[config.mk]
export PLATFORM = sky130hd
export DESIGN_NAME = pci_blend
export DESIGN_NICKNAME = d
export VERILOG_FILES = /design/src/rtl/pci_pkg.sv /design/src/rtl/pci_blend.sv
export SDC_FILE = /design/constraint.sdc
export NUM_CORES = 2
export LEC_CHECK = 0
export BUFFER_PORTS_ARGS = -buffer_cell sky130_fd_sc_hd__buf_2
export CAP_MARGIN = 15
export CORE_MARGIN = 5
export CORE_UTILIZATION = 60
export CTS_BUF_LIST = sky130_fd_sc_hd__clkbuf_2
export DETAILED_ROUTE_END_ITERATION = 10
export GPL_ROUTABILITY_DRIVEN = 0
export PLACE_DENSITY = 0.84
export SLEW_MARGIN = 20
export SYNTH_ARGS = -nofsm -noshare
export SYNTH_HDL_FRONTEND = slang
export SYNTH_SLANG_ARGS = --single-unit
[constraint.sdc]
create_clock -name clk -period 8.34 [get_ports clk]
set_clock_uncertainty 0.2 [all_clocks]
set_input_delay 0.417 -clock clk [delete_from_list [all_inputs] [get_ports clk]]
set_output_delay 0.417 -clock clk [all_outputs]
set_load 0.02 [all_outputs]
[src/rtl/pci_pkg.sv]
// ----------------------------------------------------------------------------
// pci_pkg
// Shared types, register codes, constants and the Q2.30 multiply helper for
// the parameter curve interpolator.
// ----------------------------------------------------------------------------
package pci_pkg;

	localparam int TIME_WIDTH_DEF    = 32;
	localparam int FRACTION_BITS_DEF = 16;
	localparam int DATA_W            = 32;
	localparam int SHAPE_W           = 3;
	localparam int CFG_IDX_W         = 3;
	localparam int ACC_W             = 36;
	localparam int SINE_STEPS        = 10;

	typedef enum logic [CFG_IDX_W-1:0] {
		REG_START_TIME  = 3'd0,
		REG_END_TIME    = 3'd1,
		REG_START_VALUE = 3'd2,
		REG_END_VALUE   = 3'd3,
		REG_CURVE_SHAPE = 3'd4
	} cfg_reg_t;

	typedef enum logic [SHAPE_W-1:0] {
		SHAPE_JUMP   = 3'd0,
		SHAPE_LINEAR = 3'd1,
		SHAPE_SQUARE = 3'd2,
		SHAPE_SQRT   = 3'd3,
		SHAPE_SINE   = 3'd4
	} shape_t;

	typedef struct packed {
		logic signed [DATA_W-1:0] start_time;
		logic signed [DATA_W-1:0] end_time;
		logic signed [DATA_W-1:0] start_value;
		logic signed [DATA_W-1:0] end_value;
		logic [SHAPE_W-1:0]       curve_shape;
	} cfg_t;

	localparam logic signed [ACC_W-1:0] Q30_ONE  = 36'sd1073741824;
	localparam logic signed [ACC_W-1:0] Q30_HALF = 36'sd536870912;

	// odd polynomial for sin(pi*t), t in [-1/2, 1/2], coefficients of t^1 .. t^13
	localparam logic signed [ACC_W-1:0] SINE_COEF [0:6] = '{
		36'sd3373259426, -36'sd5548789346, 36'sd2738217788, -36'sd643455389,
		36'sd88203474, -36'sd7913940, 36'sd500689
	};

	// (a * b) / 2^30 truncated toward zero, |a| < 2^34, |b| <= 2^30
	function automatic logic signed [ACC_W-1:0] mul_q30(
		input logic signed [ACC_W-1:0] a,
		input logic signed [ACC_W-1:0] b
	);
		logic [ACC_W-1:0] ma;
		logic [ACC_W-1:0] mb;
		logic [65:0]      p;
		logic [ACC_W-1:0] q;
		ma = a[ACC_W-1] ? ACC_W'(-a) : ACC_W'(a);
		mb = b[ACC_W-1] ? ACC_W'(-b) : ACC_W'(b);
		p  = 66'(ma[34:0]) * 66'(mb[30:0]);
		q  = p[65:30];
		return (a[ACC_W-1] ^ b[ACC_W-1]) ? -signed'(q) : signed'(q);
	endfunction

endpackage

[src/rtl/pci_blend.sv]
// ----------------------------------------------------------------------------
// pci_blend
// Picks the shaped fraction, blends start and end values with it, rounds and
// saturates, and holds the result in an output register with a skid slot.
// ----------------------------------------------------------------------------
module pci_blend import pci_pkg::*; #(
	parameter int TIME_WIDTH    = TIME_WIDTH_DEF,
	parameter int FRACTION_BITS = FRACTION_BITS_DEF
) (
	input  logic                     clk,
	input  logic                     arst_n,
	input  cfg_t                     cfg,
	output logic                     en,
	input  logic                     in_valid,
	input  logic [FRACTION_BITS:0]   x,
	input  logic [FRACTION_BITS:0]   y_sq,
	input  logic [FRACTION_BITS:0]   y_rt,
	input  logic [FRACTION_BITS:0]   y_sn,
	output logic                     out_valid,
	input  logic                     out_ready,
	output logic signed [DATA_W-1:0] curve_value
);

	localparam int TW = TIME_WIDTH;
	localparam int F  = FRACTION_BITS;
	localparam int DW = DATA_W + 1;
	localparam int PW = DATA_W + F + 3;

	logic signed [TW-1:0] t0;
	logic signed [TW-1:0] t1;
	logic signed [TW:0]   span_w;
	logic [F:0]           y_sel;
	logic                 byp;

	logic                 v_s1, v_s2, v_s3;
	logic [F:0]           y_s1;
	logic signed [DW-1:0] diff_s1;
	logic                 byp_s1, byp_s2;
	logic signed [PW-1:0] prod_s2;
	logic signed [DATA_W-1:0] res_s3;
	logic signed [PW-1:0] sum;
	logic signed [PW-1:0] r;
	logic signed [DATA_W-1:0] res;
	logic                 skid_full_q;
	logic signed [DATA_W-1:0] skid_q;

	assign t0     = cfg.start_time[TW-1:0];
	assign t1     = cfg.end_time[TW-1:0];
	assign span_w = (TW+1)'(t1) - (TW+1)'(t0);

	always_comb begin
		byp = (span_w <= 0);
		case (cfg.curve_shape)
			SHAPE_LINEAR: y_sel = x;
			SHAPE_SQUARE: y_sel = y_sq;
			SHAPE_SQRT:   y_sel = y_rt;
			SHAPE_SINE:   y_sel = y_sn;
			default: begin
				y_sel = '0;
				byp   = 1'b1;
			end
		endcase
	end

	// pipeline moves while the skid slot is free
	assign en = !skid_full_q;

	always_ff @(posedge clk or negedge arst_n) begin
		if (!arst_n) begin
			v_s1 <= 1'b0;
			v_s2 <= 1'b0;
			v_s3 <= 1'b0;
		end else if (en) begin
			v_s1 <= in_valid;
			v_s2 <= v_s1;
			v_s3 <= v_s2;
		end
	end

	always_comb begin
		sum = prod_s2 + (PW'(1) << (F - 1));
		r   = PW'(cfg.start_value) + (sum >>> F);
		if ((&r[PW-1:DATA_W-1]) || !(|r[PW-1:DATA_W-1])) begin
			res = r[DATA_W-1:0];
		end else if (r[PW-1]) begin
			res = {1'b1, {(DATA_W-1){1'b0}}};
		end else begin
			res = {1'b0, {(DATA_W-1){1'b1}}};
		end
		if (byp_s2) begin
			res = cfg.end_value;
		end
	end

	always_ff @(posedge clk) begin
		if (en) begin
			y_s1    <= y_sel;
			diff_s1 <= DW'(cfg.end_value) - DW'(cfg.start_value);
			byp_s1  <= byp;
			prod_s2 <= PW'(diff_s1) * PW'(signed'({1'b0, y_s1}));
			byp_s2  <= byp_s1;
			res_s3  <= res;
		end
	end

	always_ff @(posedge clk or negedge arst_n) begin
		if (!arst_n) begin
			skid_full_q <= 1'b0;
		end else if (skid_full_q) begin
			if (out_ready) begin
				skid_full_q <= 1'b0;
			end
		end else if (v_s3 && !out_ready) begin
			skid_full_q <= 1'b1;
		end
	end

	always_ff @(posedge clk) begin
		if (!skid_full_q && v_s3 && !out_ready) begin
			skid_q <= res_s3;
		end
	end

	assign out_valid   = skid_full_q || v_s3;
	assign curve_value = skid_full_q ? skid_q : res_s3;

endmodule

==> qor.txt <==
Synth cell types -> 83
root buf cell -> clkbuf_2
cts bufs inserted -> 17
Final Hold Vio Count -> 0
slowest CP cell -> edfxtp_1
vias in the first global route -> 26,500
grt ovf -> 0
number of fill cells -> 3,693
Max stage delay on crit path -> 1.15 ns
Synth Cell Area -> 30,300 um^2
R2R Path Start -> y_s1[5]
Multi-input gate area -> 22,600 um^2
Die ar. -> 55,100 um^2
FFs w/ async S/R, synth -> 2.56%
worst rel slew slack -> 26.4%
Resized cells post-CTS -> 0
I/O pins -> 237
initial antenna violation count -> 2
share of cells above drive strength 1 -> 10.7%
achievable frequency -> 131 MHz
CTS H-Tree Depth -> 4
Core Area -> 50,100 um^2
Detailed Place HPWL -> 61,600 um
Worst-Skew Late Latency -> 0.99 ns
cts hold-fix bufs -> 147
number of flops mapped to enable cells by yosys -> 152
Antenna Nets Post-Route -> 0
crit path buf inv count -> 3
crit path time final -> 7.65 ns
Mapped Nets -> 4,208
setup bufs post-CTS -> 0
Final period util -> 91.7%
post-route insts no fill -> 4,267
FF-to-FF End -> prod_s2[44]
Routed WL -> 80,300 um
Setup crit start kind -> flip-flop
unrepaired setup endpoints after global routing -> false
DRC -> 0
via count -> 24,500
synthesized area per cell -> 9.33 um^2
status -> completed
clock sink count -> 156
CTS tree -> done
CP max FO -> 27
Critical Path End Type -> flip-flop
fin util -> 67.9%
Seq cells post-synth -> 156
largest net degree at the start of global routing -> 79
DIE HEIGHT -> 235 um
Setup Viol. Count Final -> 0
Layout area overhead -> 12.0%
worst-path cell chain -> nand2_1 -> fa_1 -> fa_1 -> fa_1 -> inv_1 -> fa_1 -> fa_1 -> inv_1 -> fa_1 -> inv_1 -> ha_1 -> a21o_1 -> a21o_1 -> a2111oi_2 -> o21ai_0 -> or3_1 -> o211a_1 -> o21a_1 -> o21ai_0 -> nand2b_1 -> xor2_1
die width -> 235 um
delay-heaviest family, CP -> adder cells
most frequent cells in the layout -> inv_1 (703), fa_1 (536), nand2_1 (421)
Synth warnings -> 0
Worst Path Required -> 8.90 ns
FF-to-FF path depth -> 21
Starting Density -> 60.6%
setup TNS -> 0 ns
most common cell after layout, fill and taps aside -> inv_1
FF-to-FF setup slack -> 0.69 ns
final hold slack -> 0.0849 ns
per-cell routed wire length -> 18.8 um
Port-buffer cells -> 236
register area -> 4660 um^2
top_reg_cell synth -> edfxtp_1
row count -> 82
First DRT Iteration DRCs -> 2,137
Crit Path Class -> flip-flop to flip-flop
clock-pin transition on the worst setup and hold timing paths -> 0.36 ns
DR pass1 iterations -> 6
worst hold path class -> input pin to asynchronous set/reset pin
gr usage total -> 29.5%
nets -> 4,535
post-synthesis sequential area ratio -> 15.4%
maxcap violations -> 0
Slew Viols, Final -> 0
detail-routed via count per cell -> 5.74
cell mode on critical path -> fa_1
first-pass GRT wire length -> 132,000 um
worst slew pin tran -> 1.10 ns
Syn Inst Count -> 3,252
placed cell count -> 4,085
Clock Path Buffers -> 2
CP arrival -> 8.21 ns
-- kinds of logic (layout without fill, tap and decap cells) --
kind of cell    Yosys count  in the layout  share of synthesized area, %
other cells               0              3                             0
fa+ha+maj               753            753                          44.3
simple gates            933            933                          15.0
xor+xnor                135            135                          3.95
mux                      41             41                          1.51
compound gates          415            415                          9.60
buf+inv                 819           1159                          10.2
flops                   156            156                          15.4
-- how the worst max path moves through the flow --
stage | from | endpoint | slack [ns] | cells after the start
floorplan | diff_s1[27] | prod_s2[44] | 1.65 | 22
global placement | y_s1[4] | prod_s2[44] | 0.82 | 23
detailed placement | y_s1[4] | prod_s2[44] | 0.72 | 23
CTS | y_s1[5] | prod_s2[44] | 0.68 | 23
global route | y_s1[5] | prod_s2[36] | 0.30 | 22
finish | y_s1[5] | prod_s2[44] | 0.69 | 21
-- registers in the layout, indices dropped and copies added, names as in the netlist, 17 cells and up --
register / count
diff_s1: 33
prod_s2: 36
res_s3: 32
skid_q: 32
y_s1: 17
-- through the flow --
stage | cell area (um^2) | setup slack, ns
CTS | 34000 | 0.676
floorplan | 30300 | 1.65
global route | 34000 | 0.304
finish | 34000 | 0.688
global placement | 32200 | 0.817
detailed placement | 32200 | 0.716
-- cell usage after synthesis (12+ instances only) --
master	count	area [um^2]
nand2_1	421	1580
xor2_1	39	342
clkbuf_1	104	390
o21bai_1	12	90.1
a21o_1	41	308
a22o_1	17	149
o21ai_0	58	290
a21oi_1	111	556
nor3_1	21	105
ha_1	217	2720
edfxtp_1	152	4560
fa_1	536	10700
a31oi_1	13	81.3
nor2_1	81	304
o21a_1	30	225
xnor2_1	94	823
and2_1	234	1460
inv_1	704	2640
nand2b_1	17	106
and3_1	23	144
nand3_1	47	235
a221o_1	30	300
mux2_2	38	428
nor2b_1	31	194
-- tightest hold or removal path: cells and delay by family --
kind,cells,cell delay [ns]
buffers and inverters,3,1.31
-- routing by layer --
layer,GRT usage (%),up-vias,wire (um)
met5,0,-,0
met4,16.8,0,5780
met3,4.87,415,5960
met2,51.0,1260,39700
met1,34.9,12000,29000
li1,-,10900,-
-- final cells by class --
cell class	instances	share of cell area [%]
repair buffers	422	8.67
clock inverters	15	0.571
clock buffers	17	0.250
well taps	672	2.47
inverters	705	7.80
flip-flops and latches	156	13.7
diodes	3	0.0221
multi-input cells	2277	66.5
Power is left out: the tool's default activity adds up to more than one toggle a clock period on the data nets, which glitch-free logic cannot reach.
