**config.mk**
```make
export PLATFORM = sky130hd
export DESIGN_NAME = pci_div
export DESIGN_NICKNAME = d
export VERILOG_FILES = /design/src/rtl/pci_pkg.sv /design/src/rtl/pci_div.sv
export SDC_FILE = /design/constraint.sdc
export NUM_CORES = 2
export LEC_CHECK = 0
export ABC_CLOCK_PERIOD_IN_PS = 10500
export CAP_MARGIN = 5
export CORE_ASPECT_RATIO = 1.25
export CORE_UTILIZATION = 36
export CTS_BUF_LIST = sky130_fd_sc_hd__clkbuf_8
export DETAILED_ROUTE_END_ITERATION = 12
export DONT_BUFFER_PORTS = 1
export MAX_ROUTING_LAYER = met4
export PLACE_DENSITY = 0.61
export SYNTH_ARGS = -nofsm -noshare
export SYNTH_HDL_FRONTEND = slang
export SYNTH_SLANG_ARGS = --single-unit
export TNS_END_PERCENT = 100
```
**constraint.sdc**
```tcl
create_clock -name clk -period 10.5 [get_ports clk]
set_input_delay 1.575 -clock clk [delete_from_list [all_inputs] [get_ports clk]]
set_output_delay 1.575 -clock clk [all_outputs]
set_load 0.02 [all_outputs]
```
**src/rtl/pci_pkg.sv**
```systemverilog
// ----------------------------------------------------------------------------
// pci_pkg
// Shared types, register codes, constants and the Q2.30 multiply helper for
// the parameter curve interpolator.
// ----------------------------------------------------------------------------
package pci_pkg;

	localparam int TIME_WIDTH_DEF    = 32;
	localparam int FRACTION_BITS_DEF = 16;
	localparam int DATA_W            = 32;
	localparam int SHAPE_W           = 3;
	localparam int CFG_IDX_W         = 3;
	localparam int ACC_W             = 36;
	localparam int SINE_STEPS        = 10;

	typedef enum logic [CFG_IDX_W-1:0] {
		REG_START_TIME  = 3'd0,
		REG_END_TIME    = 3'd1,
		REG_START_VALUE = 3'd2,
		REG_END_VALUE   = 3'd3,
		REG_CURVE_SHAPE = 3'd4
	} cfg_reg_t;

	typedef enum logic [SHAPE_W-1:0] {
		SHAPE_JUMP   = 3'd0,
		SHAPE_LINEAR = 3'd1,
		SHAPE_SQUARE = 3'd2,
		SHAPE_SQRT   = 3'd3,
		SHAPE_SINE   = 3'd4
	} shape_t;

	typedef struct packed {
		logic signed [DATA_W-1:0] start_time;
		logic signed [DATA_W-1:0] end_time;
		logic signed [DATA_W-1:0] start_value;
		logic signed [DATA_W-1:0] end_value;
		logic [SHAPE_W-1:0]       curve_shape;
	} cfg_t;

	localparam logic signed [ACC_W-1:0] Q30_ONE  = 36'sd1073741824;
	localparam logic signed [ACC_W-1:0] Q30_HALF = 36'sd536870912;

	// odd polynomial for sin(pi*t), t in [-1/2, 1/2], coefficients of t^1 .. t^13
	localparam logic signed [ACC_W-1:0] SINE_COEF [0:6] = '{
		36'sd3373259426, -36'sd5548789346, 36'sd2738217788, -36'sd643455389,
		36'sd88203474, -36'sd7913940, 36'sd500689
	};

	// (a * b) / 2^30 truncated toward zero, |a| < 2^34, |b| <= 2^30
	function automatic logic signed [ACC_W-1:0] mul_q30(
		input logic signed [ACC_W-1:0] a,
		input logic signed [ACC_W-1:0] b
	);
		logic [ACC_W-1:0] ma;
		logic [ACC_W-1:0] mb;
		logic [65:0]      p;
		logic [ACC_W-1:0] q;
		ma = a[ACC_W-1] ? ACC_W'(-a) : ACC_W'(a);
		mb = b[ACC_W-1] ? ACC_W'(-b) : ACC_W'(b);
		p  = 66'(ma[34:0]) * 66'(mb[30:0]);
		q  = p[65:30];
		return (a[ACC_W-1] ^ b[ACC_W-1]) ? -signed'(q) : signed'(q);
	endfunction

endpackage

```
**src/rtl/pci_div.sv**
```systemverilog
// ----------------------------------------------------------------------------
// pci_div
// Clamps the time offset to the span and divides it by the span, one
// quotient bit per pipeline stage, giving x in unsigned Q1.F, 0 .. 1.
// ----------------------------------------------------------------------------
module pci_div import pci_pkg::*; #(
	parameter int TIME_WIDTH    = TIME_WIDTH_DEF,
	parameter int FRACTION_BITS = FRACTION_BITS_DEF
) (
	input  logic                     clk,
	input  logic                     arst_n,
	input  logic                     en,
	input  cfg_t                     cfg,
	input  logic                     in_valid,
	input  logic signed [DATA_W-1:0] time_offset,
	output logic                     out_valid,
	output logic [FRACTION_BITS:0]   x
);

	localparam int TW  = TIME_WIDTH;
	localparam int F   = FRACTION_BITS;
	localparam int NST = F + 1;

	logic signed [TW-1:0] t0;
	logic signed [TW-1:0] t1;
	logic signed [TW-1:0] off;
	logic signed [TW:0]   span_w;
	logic [TW-1:0]        span;
	logic [TW-1:0]        off_c;
	logic                 q_top;
	logic [TW-1:0]        rem0;

	logic [NST-1:0] v_s;
	logic [TW-1:0]  rem_s [NST];
	logic [F:0]     q_s   [NST];

	assign t0     = cfg.start_time[TW-1:0];
	assign t1     = cfg.end_time[TW-1:0];
	assign off    = time_offset[TW-1:0];
	assign span_w = (TW+1)'(t1) - (TW+1)'(t0);
	assign span   = span_w[TW-1:0];

	// negative offset counts as zero, beyond the span as the span
	always_comb begin
		if (off[TW-1]) begin
			off_c = '0;
		end else if ((TW+1)'(off) > span_w) begin
			off_c = span;
		end else begin
			off_c = off;
		end
	end

	assign q_top = (off_c == span);
	assign rem0  = q_top ? '0 : off_c;

	always_ff @(posedge clk or negedge arst_n) begin
		if (!arst_n) begin
			v_s <= '0;
		end else if (en) begin
			v_s <= {v_s[NST-2:0], in_valid};
		end
	end

	always_ff @(posedge clk) begin
		if (en) begin
			rem_s[0] <= rem0;
			q_s[0]   <= (F+1)'(q_top);
		end
	end

	for (genvar k = 1; k < NST; k++) begin : g_step
		logic [TW:0] rem2;
		logic [TW:0] diff;
		logic        ge;

		assign rem2 = {rem_s[k-1], 1'b0};
		assign diff = rem2 - {1'b0, span};
		assign ge   = (rem2 >= {1'b0, span});

		always_ff @(posedge clk) begin
			if (en) begin
				rem_s[k] <= ge ? diff[TW-1:0] : rem2[TW-1:0];
				q_s[k]   <= {q_s[k-1][F-1:0], ge};
			end
		end
	end

	assign out_valid = v_s[NST-1];
	assign x         = q_s[NST-1];

endmodule

```
==> flow_summary.json <==
{
  "syn_nets": 5967,
  "rr_endpoint": "rem_s[0][172]$_DFFE_PP_",
  "synthArstFlopShare_pct": 2.49,
  "holdWs_ns": 0.392,
  "fp.dieW_um": 342,
  "clk-insertion-delay-late_ns": 0.88,
  "drt-vias-per-instance": 5.61,
  "ys_ff_latch": 682,
  "htree_levels": 4,
  "die_y_um": 427,
  "synth_area_um2": 52000,
  "core_um2": 143000,
  "grt_pass1_wl_um": 230000,
  "dp_hpwl_um": 112000,
  "fin_area_um2": 57200,
  "critPathMaxFanout": 31,
  "synth_edf_count": 665,
  "die_area_um2": 146000,
  "fin_crit_sh_pct": 78.2,
  "rr_worst_depth": 15,
  "drtIter0Drc": 2605,
  "place_area_um2": 54500,
  "synth_top_area_cell": "edfxtp_1",
  "dr.pass1.iters": 9,
  "cp.required_ns": 11.14,
  "clock.fmax_mhz": 122,
  "antenna_found_initial": 2,
  "wl_per_cell_um": 21.1,
  "io_buffers": 0,
  "p_leak_nw": 22.7,
  "setup_tns_ns": 0,
  "status": "complete, but fails checks",
  "synth_top_area_share_pct": 38.4,
  "clk_pin_slew_worst_paths_ns": 0.06,
  "drtAntennaViolNets": 0,
  "yosys-top-cells-count": "665 x edfxtp_1, 543 x ha_1, 521 x a21oi_1",
  "cap_violations": 0,
  "endpoint_kind": "flop",
  "instances_no_fill": 7287,
  "syn2layout_area_growth_pct": 10.1,
  "irDropWorstVdd_mv": 0.147,
  "clock_path_buffers": 3,
  "yosys-top-cells-area": "edfxtp_1 38%, ha_1 13%, a21oi_1 5.0%",
  "clock-sinks": 682,
  "drc": 8,
  "worst_slew_pin_slew_ns": 1.31,
  "drive_gt1_share_pct": 7.85,
  "vias": 40868,
  "synth_warnings": 0,
  "drt_wl_total_um": 153000,
  "dpl.cell_count": 7046,
  "syn-mean-instance-area_um2": 9.92,
  "synth.most_common_cell": "edfxtp_1",
  "finalHoldViolations": 0,
  "r2r_slack_ns": 5.32,
  "dpl_worst_slack_ns": 1.45,
  "drv_slew": 0,
  "hp-class": "in -> async",
  "post_cts_resized": 0,
  "finalClockSkew_ns": 0.0432,
  "grt_pass1_vias": 39816,
  "cp-start-kind": "primary input",
  "yosys_most_used_dff": "edfxtp_1",
  "rsz0062_at_grt": "no",
  "num_rows": 155,
  "synth_seq_area_share_pct": 39.2,
  "holdBufCountCts": 0,
  "cts_post_setup_buffers_inserted": 0,
  "crit_arrival_ns": 8.85,
  "routabilityCongestion": 0.924,
  "critical_path_class": "in -> reg",
  "synthCells": 5241,
  "finalWorstSetupSlack_ns": 2.28,
  "synth.distinct_cells": 107,
  "min_period_ns": 8.22,
  "r2r_start": "rem_s[0][128]$_SDFFCE_PP0P_",
  "setup-violations-final": 0,
  "violations": "DRC",
  "fill_cells": 13984,
  "grt_usage_pct": 21.2,
  "final_nets": 6026,
  "cts_tree": "yes",
  "relSlewSlack_pct": 12.5,
  "initial_core_util_pct": 36.3,
  "grt_max_degree": 683,
  "cts_root_buf": "clkbuf_8",
  "io_pins": 185,
  "power_density_nw_per_um2": 375,
  "cts_buffers": 132,
  "grt-ovfl-total": 0
}
-- power breakdown --
part	switching, mW	internal [mW]	total [mW]
clock network	1.26	1.47	2.74
logic	7.52	5.44	13.0
registers	0.840	4.95	5.79
-- worst max-delay path by stage --
stage,from,endpoint,slack [ns],cells after the start
global placement,cfg[110],rem_s[0][440]$_DFFE_PP_,1.47,21
finish,cfg[110],rem_s[0][440]$_DFFE_PP_,2.28,21
detailed placement,cfg[110],rem_s[0][440]$_DFFE_PP_,1.45,21
floorplan,cfg[67],rem_s[0][62]$_DFFE_PP_,2.83,22
CTS,cfg[110],rem_s[0][440]$_DFFE_PP_,2.40,21
global route,cfg[110],rem_s[0][440]$_DFFE_PP_,1.84,21
-- layer usage --
layer / vias to the layer above / GRT usage (%) / share of wire, % / wire length [um]
li1: 19909 / - / - / -
met1: 19530 / 22.9 / 39 / 60400
met2: 1043 / 37.1 / 50 / 77400
met3: 386 / 3.61 / 4.8 / 7370
met4: 0 / 11.3 / 5.5 / 8380
met5: - / - / 0 / 0
-- layout make-up --
class                      count  area (um2)  share of cell area, %
sequential                   682       20400                   35.6
inverter                     163         612                   1.07
multi-input combinational   4249       30500                   53.4
tap                         1884        2360                   4.12
antenna                        2        5.00                0.00874
timing repair buffer          72         696                   1.22
clock inverter               101         791                   1.38
clock buffer                 134        1840                   3.22
-- metrics by stage --
step	power, mW	util, %
finish	21.5	40.0
global route	23.2	40.0
CTS	21.5	39.9
detailed placement	18.6	38.1
global placement	18.5	38.1
floorplan	15.3	-
-- registers in the layout (all words and copies together) (netlist names) --
name / cells
rem_s: 512
q_s: 153
v_s: 17
-- logic make-up after synthesis --
| logic type | count (synthesis) | share of synthesized area [%] |
|---|---|---|
| simple gates | 1460 | 13.6 |
| xor+xnor | 460 | 7.75 |
| other cells | 1 | 0.00721 |
| flops | 682 | 39.2 |
| mux | 121 | 2.60 |
| compound gates | 1619 | 19.9 |
| fa+ha+maj | 588 | 14.2 |
| buf+inv | 310 | 2.70 |
-- placed cells by master, fill, tap and decap left out, types with 19 or more instances in the layout --
cell / Yosys / layout
edfxtp_1: 665 / 665
maj3_1: 27 / 27
nor2_1: 420 / 417
o21bai_1: 68 / 68
o211ai_1: 22 / 22
xor2_1: 181 / 174
a21o_1: 212 / 212
and2_1: 74 / 75
o21a_1: 69 / 69
nand2b_1: 65 / 65
xnor2_1: 279 / 275
or2_2: 19 / 19
a211oi_1: 44 / 43
a211o_1: 22 / 21
clkinv_1: 0 / 22
clkinv_2: 0 / 20
nand2_1: 382 / 382
clkbuf_8: 0 / 134
mux2_2: 74 / 74
a31oi_1: 43 / 42
o21ai_0: 334 / 334
a21oi_1: 521 / 520
mux2_1: 40 / 40
ha_1: 543 / 542
nor4_1: 31 / 30
nor2b_1: 59 / 58
and3_1: 49 / 49
nor3_1: 92 / 91
nand4_1: 85 / 85
nand3_1: 80 / 79
or3_1: 37 / 36
o21ai_1: 25 / 23
o31ai_1: 36 / 35
buf_4: 29 / 62
inv_1: 159 / 190
-- worst max-delay path: stages --
cell and delay [ns]:
inv_1 0.02, ha_1 0.41, a21o_1 0.29, a31oi_1 0.37, nand3_1 0.19, nor3_1 0.50, nor4_1 0.16, o41ai_1 0.77
a21o_1 0.24, a22oi_1 0.17, xnor2_2 0.60, buf_4 0.51, ha_1 0.37, a21oi_1 0.23, o21bai_1 0.09, a21o_1 0.17
a2111oi_0 0.49, o41ai_1 0.18, a31oi_2 0.64, inv_2 0.43, mux2_2 0.38
Power figures use the tool's default switching activity.
